$ cat src/rtl/core/tcpg_ram.sv
// -----------------------------------------------------------------------------
// tcpg_ram
// Generic simple dual-port RAM, one write port, one read port with
// registered read data.
// -----------------------------------------------------------------------------
`default_nettype none

module tcpg_ram #(
   parameter int WIDTH  = 8,
   parameter int DEPTH  = 256,
   parameter int ADDR_W = (DEPTH > 1) ? $clog2(DEPTH) : 1
) (
   input  wire logic              clock,
   input  wire logic              wr_en,
   input  wire logic [ADDR_W-1:0] wr_addr,
   input  wire logic [WIDTH-1:0]  wr_data,
   input  wire logic              rd_en,
   input  wire logic [ADDR_W-1:0] rd_addr,
   output logic      [WIDTH-1:0]  rd_data
);

   logic [WIDTH-1:0] mem_ff [DEPTH];
   logic [WIDTH-1:0] rd_data_ff;

   always_ff @(posedge clock) begin
      if (wr_en) begin
         mem_ff[wr_addr] <= wr_data;
      end
      if (rd_en) begin
         rd_data_ff <= mem_ff[rd_addr];
      end
   end

   assign rd_data = rd_data_ff;

endmodule

`default_nettype wire

$ cat config.mk
export PLATFORM = sky130hd
export DESIGN_NAME = tcpg_ram
export DESIGN_NICKNAME = d
export VERILOG_FILES = /design/src/rtl/core/tcpg_ram.sv
export SDC_FILE = /design/constraint.sdc
export NUM_CORES = 2
export LEC_CHECK = 0
export BUFFER_PORTS_ARGS = -buffer_cell sky130_fd_sc_hd__buf_4
export CAP_MARGIN = 5
export CORE_AREA = 2 2 424 426
export CTS_CLUSTER_SIZE = 20
export DETAILED_ROUTE_END_ITERATION = 8
export DIE_AREA = 0 0 426 428
export RECOVER_POWER = 25
export SYNTH_ARGS = -nofsm -noshare
export SYNTH_HDL_FRONTEND = slang
export SYNTH_SLANG_ARGS = --single-unit
$ cat constraint.sdc
create_clock -name clock -period 6.8 [get_ports clock]
set_input_delay 1.02 -clock clock [delete_from_list [all_inputs] [get_ports clock]]
set_output_delay 1.02 -clock clock [all_outputs]
set_load 0.02 [all_outputs]
==> impl_metrics.py <==
metrics = {
    "sta": {
        "final-setup-viol-count": 0,
        "rsz0062_at_grt": "false",
        "fin_skew_ps": 39.0,
        "final.setup.worst_slack_ps": 1870,
        "drv_slew": 747,
        "final-hold-violation-count": 0,
        "period_minus_slack_ps": 4930,
        "max_slew.worst_pin.slew_ps": 4460,
        "clock.fmax_ghz": 0.203,
        "finalCritPeriodShare": 0.726,
        "tns_ps": 0,
        "worst_slew_margin_rel": -1.97,
        "whs_ps": 665,
    },
    "worst_hold_path": {
        "hold_depth": 1,
        "hp-class": "in2reg",
    },
    "grt": {
        "grt_max_degree": 206,
        "antenna_found_initial": 9,
        "grt_pass1_vias": 38339,
        "grt_usage": 0.219,
        "grt_remaining_overflow": 0,
        "grt_pass1_wl_um": 285000,
    },
    "clock_network": {
        "cts_hold_buf": 0,
        "insertion_delay_ps": 850,
        "htreeDepth": 4,
        "cts_buffers": 201,
        "cts_resized": 0,
        "cts_buffer_depth": 3,
        "post_cts_buffers": 0,
        "cts.sinks": 2056,
        "clkTransAtPathRegs_ps": 60,
        "root_buffer": "clkbuf_16",
        "cts_tree": "built",
    },
    "pwr": {
        "totalPowerFinal_mw": 26.3,
        "power_density_mw_per_mm2": 296,
        "ir_drop_mv": 0.300,
        "leakagePower_nw": 27.1,
    },
    "route": {
        "drtIter0Drc": 5078,
        "vias": 38596,
        "ant_nets": 0,
        "viasPerCell": 6.08,
        "drc_errors": 0,
        "wl_per_cell_um": 31.5,
        "firstDrtPassIters": 6,
        "routed_wl_um": 200000,
    },
    "worst_setup_path": {
        "cp_max_fo": 205,
        "critPathArrivalTime_ps": 5180,
        "rr_endpoint": "rd_data[3]$_DFFE_PP_",
        "path_delay_family": "buffers and inverters",
        "crit_type": "in2reg",
        "path_cells": "clkbuf_1 > clkbuf_4",
        "end_kind": "flop",
        "critPathSlowestCell": "clkbuf_4",
        "r2r_cells": 6,
        "worstPathRequired_ps": 7050,
        "path_buf_inv": 2,
        "max_stage_delay_ps": 2090,
        "startpoint": "wr_data[2]",
        "r2r_slack_ps": 3870,
        "crit_end": "mem_ff[1][2]$_DFFE_PP_",
        "start_kind": "input pin",
        "cp.depth": 2,
        "reg2reg_from": "mem_ff[26][3]$_DFFE_PP_",
    },
    "placed_design": {
        "placed_cells": 5974,
        "dp_slack_ps": 1680,
        "portBuffers": 34,
        "hpwl_um": 120000,
        "globalplace.congestion": 0.848,
    },
    "logic_synthesis": {
        "ys_warn_count": 0,
        "yosysMostFrequentCell": "edfxtp_1",
        "synthArstFlopShare": 0,
        "ys_seq_area_frac": 0.775,
        "synth_top_area_frac": 0.775,
        "ys_types": 54,
        "synth_ff_type": "edfxtp_1",
        "synth_edf_count": 2056,
        "syn_area_per_cell_sq_um": 21.3,
        "synth.area.top_cells": "edfxtp_1 78%, mux4_2 13%, mux2i_1 1.7%, nor2_1 1.3%, a22oi_1 1.3%",
        "ys_top_cells_by_count": "2,056 x edfxtp_1, 454 x mux4_2, 282 x nor2_1, 134 x mux2i_1, 133 x a22oi_1",
        "synth.cell_area_sq_mm": 0.0796,
        "syn_inst": 3733,
        "syn_nets": 3760,
        "synth_area_leader_cell": "edfxtp_1",
        "ys_ff_latch": 2056,
    },
    "final_layout": {
        "drive_gt1_frac": 0.220,
        "syn_to_final_growth_pct": 11.5,
        "final_cells": 6349,
        "multi_input_comb_area_sq_mm": 0.0165,
        "fillers": 14216,
        "layout.nets": 3850,
        "seqCellArea_sq_mm": 0.0617,
    },
    "run_status": {
        "violations": "max-capacitance violations, max-slew violations",
        "outcome": "complete, but fails checks",
    },
    "flow_run": {
        "cap_viol_max_count": 6,
    },
    "die": {
        "fp.dieW_um": 426,
        "die_area_sq_mm": 0.182,
        "die_h_um": 428,
        "pin_count": 35,
        "row_count": 155,
        "start_util": 0.448,
        "core-area_sq_mm": 0.178,
    },
}
[layout by cell type, fill, tap and decap left out, types with 5 or more instances in the layout]
cell        netlist  routed
nand3_1          34      25
clkinvlp_4        0       7
a221oi_1         13      13
nor2_1          282     279
clkinv_8          0       5
mux4_2          454     454
mux2i_1         134     134
buf_4            27      95
bufinv_16         0      19
and2_1            6       5
clkinv_2          0      32
diode_2           0       5
nand2b_1          8       8
clkinv_1          1      40
o21ai_0          10      10
nor2b_1          31      28
nand4_1          10      10
o221ai_1         46      46
edfxtp_1       2056    2056
nand3_2           0       9
o211ai_1         10      10
a22o_1            8       8
a21oi_1          96      96
clkbuf_1        111      57
o22ai_1          28      28
clkbuf_16         0     204
a22oi_1         133     133
nor4_2            3       5
o22a_1            5       5
a211oi_1         16      16
buf_12            8      11
buf_8            13       6
nand2_1          33      33
nor4_1           24      22
nor3_1           22      22
[final cells by class]
cell class                 instances  area share
clock buffer                     257      0.0597
tap                             2355      0.0332
multi-input combinational       1442       0.186
inverter                           2   0.0000846
clock inverter                   112      0.0130
sequential                      2056       0.696
timing repair buffer             120      0.0120
antenna                            5    0.000141
[how the worst min path moves through the flow]
stage                                  startpoint                 endpoint  slack, ps
after floorplan           mem_ff[40][3]$_DFFE_PP_     rd_data[3]$_DFFE_PP_        860
after global placement    mem_ff[32][5]$_DFFE_PP_     rd_data[5]$_DFFE_PP_       1120
after detailed placement  mem_ff[33][5]$_DFFE_PP_     rd_data[5]$_DFFE_PP_       1150
after CTS                                   rd_en     rd_data[0]$_DFFE_PP_        510
after global routing                   wr_data[6]  mem_ff[96][6]$_DFFE_PP_        670
final                                  wr_data[6]  mem_ff[98][6]$_DFFE_PP_        670
[logic make-up (layout without fill, tap and decap cells)]
family	Yosys count	in the layout	synth area share
AND/OR/NAND/NOR	466	466	0.0263
flip-flops	2056	2056	0.775
multiplexers	591	591	0.146
AO/OA/AOI/OAI	385	385	0.0342
buffers and inverters	235	491	0.0183
other	0	5	0
[per-stage QoR]
stage / instance area [sq um] / utilization
CTS: 88800 / 0.500
global route: 88800 / 0.500
detailed placement: 82400 / 0.464
finish: 88800 / 0.500
floorplan: 79600 / -
global placement: 82400 / 0.464
[power by group]
group	leakage, nW	internal (mW)	total, mW	switching [mW]
clock	3.14	6.25	11.0	4.77
sequential	18.5	14.0	14.0	0.0149
combinational	5.43	0.411	1.25	0.842
total	27.1	20.7	26.3	5.63
[metal layers]
metal  share of wire  vias up  GRT usage
li1                -    15911          -
met1            0.41    20730      0.316
met2            0.48     1673      0.344
met3           0.076      280     0.0382
met4           0.026        2     0.0633
met5        0.000090        -          0
[state kept, by name (all words and copies together) (netlist names)]
signal,flops
rd_data,8
mem_ff,2048
Power figures use the tool's default switching activity.
