$ cat src/rtl/core/tcpg_pkg.sv
// -----------------------------------------------------------------------------
// tcpg_pkg
// Shared types, constants and the reset palette of the text cell pixel
// generator.
// -----------------------------------------------------------------------------
`default_nettype none

package tcpg_pkg;

   localparam int DEF_MAX_GLYPH_LINES = 32;
   localparam int DEF_GLYPH_COUNT     = 256;

   localparam int CODE_W      = 8;
   localparam int ATTR_W      = 8;
   localparam int LINE_W      = 5;
   localparam int GLYPH_W     = 8;
   localparam int PAL_IDX_W   = 4;
   localparam int COMP_W      = 16;
   localparam int COLUMN_W    = 3;
   localparam int PAL_ENTRIES = 16;
   localparam int MODE_W      = 2;

   localparam logic [COMP_W-1:0]    LEVEL_COLOR  = 16'hAAAA;
   localparam logic [COMP_W-1:0]    LEVEL_BRIGHT = 16'h5555;
   localparam logic [COMP_W-1:0]    ALPHA_OPAQUE = 16'hFFFF;
   localparam logic [PAL_IDX_W-1:0] BROWN_INDEX  = 4'd6;
   localparam logic [COLUMN_W-1:0]  LAST_COLUMN  = 3'd7;

   typedef enum logic [MODE_W-1:0] {
      MODE_RENDER        = 2'd0,
      MODE_GLYPH_WRITE   = 2'd1,
      MODE_PALETTE_WRITE = 2'd2
   } mode_type;

   typedef struct packed {
      logic [COMP_W-1:0] red;
      logic [COMP_W-1:0] green;
      logic [COMP_W-1:0] blue;
      logic [COMP_W-1:0] alpha;
   } color_type;

   typedef struct packed {
      logic                 en;
      logic [PAL_IDX_W-1:0] index;
      color_type            color;
   } pal_write_type;

   typedef struct packed {
      logic              load;
      logic              in_range;
      logic [ATTR_W-1:0] attribute;
   } line_load_type;

   // One component of the standard sixteen-color palette.
   function automatic logic [COMP_W-1:0] cga_level(input logic [PAL_IDX_W-1:0] idx,
                                                   input logic color_bit);
      logic [COMP_W-1:0] level;
      level = '0;
      if (color_bit) begin
         level = level | LEVEL_COLOR;
      end
      if (idx[3]) begin
         level = level | LEVEL_BRIGHT;
      end
      return level;
   endfunction

   function automatic color_type cga_color(input logic [PAL_IDX_W-1:0] idx);
      color_type c;
      c.red   = cga_level(idx, idx[2]);
      c.green = cga_level(idx, idx[1]);
      c.blue  = cga_level(idx, idx[0]);
      c.alpha = ALPHA_OPAQUE;
      // Brown takes a reduced green instead of dark yellow.
      if (idx == BROWN_INDEX) begin
         c.green = LEVEL_BRIGHT;
      end
      return c;
   endfunction

endpackage

`default_nettype wire

$ cat src/rtl/core/tcpg_pixel_out.sv
// -----------------------------------------------------------------------------
// tcpg_pixel_out
// Glyph shifter, column counter and result register. Turns one glyph byte
// and attribute into eight pixel words, one per cycle.
// -----------------------------------------------------------------------------
`default_nettype none

module tcpg_pixel_out (
   input  wire logic                            clock,
   input  wire logic                            reset,
   input  wire tcpg_pkg::line_load_type         load,
   input  wire logic [tcpg_pkg::GLYPH_W-1:0]    glyph_data,
   input  wire tcpg_pkg::color_type             pal_color,
   output logic      [tcpg_pkg::PAL_IDX_W-1:0]  pal_index,
   output logic                                 busy,
   output logic                                 rsp_valid,
   output logic      [tcpg_pkg::COMP_W-1:0]     rsp_pixel_red,
   output logic      [tcpg_pkg::COMP_W-1:0]     rsp_pixel_green,
   output logic      [tcpg_pkg::COMP_W-1:0]     rsp_pixel_blue,
   output logic      [tcpg_pkg::COMP_W-1:0]     rsp_pixel_alpha,
   output logic      [tcpg_pkg::COLUMN_W-1:0]   rsp_pixel_column,
   output logic                                 rsp_last_pixel
);

   logic                              gen_ff, gen_in;
   logic [tcpg_pkg::COLUMN_W-1:0]     col_ff, col_in;
   logic [tcpg_pkg::GLYPH_W-1:0]      shift_ff;
   logic [tcpg_pkg::ATTR_W-1:0]       attr_ff;
   logic                              range_ff;
   logic [tcpg_pkg::GLYPH_W-1:0]      bits_cur;
   logic                              col_last;

   logic                              rsp_valid_ff;
   tcpg_pkg::color_type               rsp_color_ff;
   logic [tcpg_pkg::COLUMN_W-1:0]     rsp_column_ff;
   logic                              rsp_last_ff;

   assign col_last = (col_ff == tcpg_pkg::LAST_COLUMN);
   assign busy     = gen_ff & ~col_last;

   // Column zero takes the byte straight from the glyph RAM; later columns
   // come from the shifter.
   always_comb begin
      if (col_ff == '0) begin
         bits_cur = range_ff ? glyph_data : '0;
      end else begin
         bits_cur = shift_ff;
      end
      pal_index = bits_cur[tcpg_pkg::GLYPH_W-1] ? attr_ff[3:0] : attr_ff[7:4];
      gen_in    = load.load | (gen_ff & ~col_last);
      col_in    = gen_ff ? 3'(col_ff + 3'd1) : col_ff;
   end

   always_ff @(posedge clock) begin
      if (reset) begin
         gen_ff       <= 1'b0;
         col_ff       <= '0;
         rsp_valid_ff <= 1'b0;
      end else begin
         gen_ff       <= gen_in;
         col_ff       <= col_in;
         rsp_valid_ff <= gen_ff;
      end
   end

   always_ff @(posedge clock) begin
      if (load.load) begin
         attr_ff  <= load.attribute;
         range_ff <= load.in_range;
      end
      if (gen_ff) begin
         shift_ff      <= {bits_cur[tcpg_pkg::GLYPH_W-2:0], 1'b0};
         rsp_color_ff  <= pal_color;
         rsp_column_ff <= col_ff;
         rsp_last_ff   <= col_last;
      end
   end

   assign rsp_valid        = rsp_valid_ff;
   assign rsp_pixel_red    = rsp_color_ff.red;
   assign rsp_pixel_green  = rsp_color_ff.green;
   assign rsp_pixel_blue   = rsp_color_ff.blue;
   assign rsp_pixel_alpha  = rsp_color_ff.alpha;
   assign rsp_pixel_column = rsp_column_ff;
   assign rsp_last_pixel   = rsp_last_ff;

`ifndef NO_ASSERTIONS
   // A new line is only loaded when no line is in progress or the previous one is on its last column.
   a_load_not_busy: assert property (@(posedge clock) disable iff (reset)
      load.load |-> !busy)
      else $error("line loaded while a line is still in progress");

   a_load_starts: assert property (@(posedge clock) disable iff (reset)
      load.load |=> gen_ff && col_ff == '0)
      else $error("line load did not start at column zero");

   a_col_step: assert property (@(posedge clock) disable iff (reset)
      gen_ff && !col_last |=> gen_ff && col_ff == 3'($past(col_ff) + 3'd1))
      else $error("column counter skipped or stalled");

   a_last_follow: assert property (@(posedge clock) disable iff (reset)
      rsp_valid && rsp_last_pixel |=> !rsp_valid || rsp_pixel_column == '0)
      else $error("word after the last pixel is not a new line");
`endif

endmodule

`default_nettype wire

$ cat config.mk
export PLATFORM = sky130hd
export DESIGN_NAME = tcpg_pixel_out
export DESIGN_NICKNAME = d
export VERILOG_FILES = /design/src/rtl/core/tcpg_pkg.sv /design/src/rtl/core/tcpg_pixel_out.sv
export SDC_FILE = /design/constraint.sdc
export NUM_CORES = 1
export LEC_CHECK = 0
export ABC_CLOCK_PERIOD_IN_PS = 3250
export CORE_AREA = 2 2 80 82
export DETAILED_ROUTE_END_ITERATION = 8
export DIE_AREA = 0 0 82 84
export DONT_BUFFER_PORTS = 1
export PLACE_DENSITY = 0.66
export SYNTH_ARGS = -nofsm -noshare
export SYNTH_HDL_FRONTEND = slang
export SYNTH_SLANG_ARGS = --single-unit
$ cat constraint.sdc
create_clock -name clock -period 3.25 [get_ports clock]
set_input_delay 0.975 -clock clock [delete_from_list [all_inputs] [get_ports clock]]
set_output_delay 0.975 -clock clock [all_outputs]
set_load 0.02 [all_outputs]
==> results.json <==
{
  "total_power_mw": 2.15,
  "die_x_um": 82,
  "grt_start_max_net_pins": 80,
  "grt_overflow_total": 0,
  "post_cts_buffers": 0,
  "worstHoldStart": "col_ff[1]",
  "synth-seq-cells": 89,
  "max_freq_mhz": 360,
  "first_global_vias": 1163,
  "power_density_nw_per_um2": 675,
  "crit_required_ns": 2.27,
  "cp-end-kind": "primary output",
  "p_clk_frac": 0.289,
  "antenna_left": 0,
  "wirelength_um": 5280,
  "crit_family": "flip-flops",
  "r2r-end": "shift_ff[3]",
  "pre_cts_slack_ns": 0.543,
  "fin_skew_ns": 0.00612,
  "r2r_slack_ns": 1.75,
  "first_iter_violations": 84,
  "worst_slack_ns": 0.473,
  "dp_hpwl_um": 3930,
  "crit_buf_inv": 1,
  "switching_share": 0.233,
  "core-area_um2": 6100,
  "combPwrFrac": 0.044,
  "hold_ws_ns": 0.505,
  "n_antenna_cell": 0,
  "start_util": 0.481,
  "clkSinkCount": 89,
  "drv_cap": 0,
  "synth_top_area_share": 0.861,
  "cts_max_level": 3,
  "final_common_cell": "edfxtp_1",
  "seq_power_share": 0.667,
  "dpl.cell_count": 209,
  "leakage_nw": 1.07,
  "p_int_mw": 1.65,
  "placedInstanceArea_um2": 3020,
  "crit_arrival_ns": 1.80,
  "crit_type": "reg2out",
  "yosysSeqAreaShare": 0.895,
  "hold_buffers": 0,
  "start_kind": "flop",
  "io_pins": 158,
  "period_needed_ns": 2.78,
  "first_pass_iters": 4,
  "clk_pin_slew_ns": 0.08,
  "clock_latency_ns": 0.34,
  "wl_per_cell_um": 23.5,
  "cp_cell_sequence": "inv_1 > ha_1 > and4b_4 > a21oi_4 > mux2_4",
  "clk_path_buf_depth": 2,
  "gr-usage-all-layers": 0.149,
  "numPortBuffers": 0,
  "rr_startpoint": "gen_ff",
  "syn_avg_cell_area_um2": 22.0,
  "fin_crit_sh": 0.855,
  "drive_gt1_frac": 0.155,
  "whs_path_depth": 0,
  "setup_viol": 0,
  "irDropWorstVdd_mv": 0.339,
  "layout.cells.non_filler": 225,
  "die_area_um2": 6890,
  "hold_viol": 0,
  "antenna_found_initial": 0,
  "cts_root_buf": "clkbuf_8",
  "drcViolationCount": 0,
  "synthTopCellsByArea": "edfxtp_1, dfxtp_1, mux2_4",
  "tns_ns": 0,
  "cp_slowest_cell": "dfxtp_1",
  "gp_congestion": 0.671,
  "run_status": "complete, no violations",
  "yosys.area.top_type": "edfxtp_1",
  "fp.dieH_um": 84,
  "report.final.slew_viol_count": 0,
  "tightest_slew_ns": 0.963,
  "vias_per_cell": 5.28,
  "synth_area_um2": 2930,
  "layout_common_cells": "edfxtp_1, nand2_1, clkbuf_8, o21ai_0, nor2_1",
  "final_util": 0.522,
  "slew_headroom": 0.358,
  "p_sw_mw": 0.501,
  "ys_types": 16,
  "synth_warnings": 0,
  "cts_tree": "built",
  "stdcell_area_um2": 3180,
  "grt_pass1_wl_um": 7110,
  "reg2reg_depth": 1,
  "path_max_fanout": 4,
  "post_cts_resized": 0,
  "synthCells": 133,
  "cts_made_buffers": 9,
  "area_growth_pct": 8.67,
  "rsz0062_at_grt": "no",
  "syn_nets": 220,
  "vias": 1189,
  "crit_path_max_incr_delay_ns": 0.39,
  "num_rows": 29,
  "nets": 230,
  "min_to": "rsp_pixel_column[1]",
  "min_path_type": "reg2reg"
}
==> layout make-up <==
| class | instances | area, um^2 |
|---|---|---|
| fillers | 492 | 2910 |
| flip-flops and latches | 89 | 2630 |
| multi-input cells | 40 | 284 |
| clock buffers | 10 | 128 |
| well taps | 77 | 96.3 |
| clock inverters | 6 | 35.0 |
| repair buffers | 1 | 7.51 |
| inverters | 2 | 7.51 |
==> kinds of logic after synthesis <==
kind of cell,after synthesis,synth area share
DFF,89,0.895
and+or+nand+nor,23,0.0380
AOI/OAI and AO/OA,7,0.0158
muxes,6,0.0273
buffers and inverters,4,0.00811
adders and majority gates,3,0.0128
xor gates and xnor gates,1,0.00299
==> sequential cells by signal, summed over array words and instances, names as in the netlist <==
| name | cells |
|---|---|
| rsp_pixel_column | 3 |
| rsp_valid | 1 |
| attr_ff | 8 |
| range_ff | 1 |
| gen_ff | 1 |
| shift_ff | 7 |
| rsp_pixel_green | 16 |
| rsp_last_pixel | 1 |
| rsp_pixel_blue | 16 |
| rsp_pixel_alpha | 16 |
| rsp_pixel_red | 16 |
| col_ff | 3 |
==> cell usage after synthesis (all sizes together) <==
master and instances:
and4b 1, o21ai 6, a21oi 1, nor2b 2, dfxtp 5, ha 3
mux2 4, inv 2, buf 2, xnor2 1, nand2 13, nor2 6
mux2i 2, edfxtp 84, nand2b 1
==> how the worst max path moves through the flow <==
stage                       start            to  cells after the start
detailed placement  glyph_data[7]  pal_index[3]                      3
finish                  col_ff[0]  pal_index[3]                      5
global route            col_ff[0]  pal_index[3]                      5
CTS                     col_ff[0]  pal_index[3]                      5
global placement    glyph_data[7]  pal_index[2]                      3
floorplan           glyph_data[7]  pal_index[0]                      3
==> routing by layer <==
| layer | wire length [um] | vias up | global-route usage | part of all wire |
|---|---|---|---|---|
| li1 | - | 519 | - | - |
| met1 | 1910 | 566 | 0.155 | 0.36 |
| met2 | 2660 | 95 | 0.241 | 0.50 |
| met3 | 632 | 9 | 0.0812 | 0.12 |
| met4 | 82 | 0 | 0.0727 | 0.016 |
| met5 | 0 | - | 0 | 0 |
==> power groups by stage <==
| stage | sequential, mW | combinational, mW | clock (mW) |
|---|---|---|---|
| floorplan | 1.46 | 0.0671 | 0 |
| global placement | 1.46 | 0.0900 | 0 |
| detailed placement | 1.46 | 0.0959 | 0 |
| CTS | 1.43 | 0.0962 | 0.644 |
| global route | 1.44 | 0.104 | 0.697 |
| finish | 1.43 | 0.0941 | 0.622 |
(Power assumes the default switching activity.)
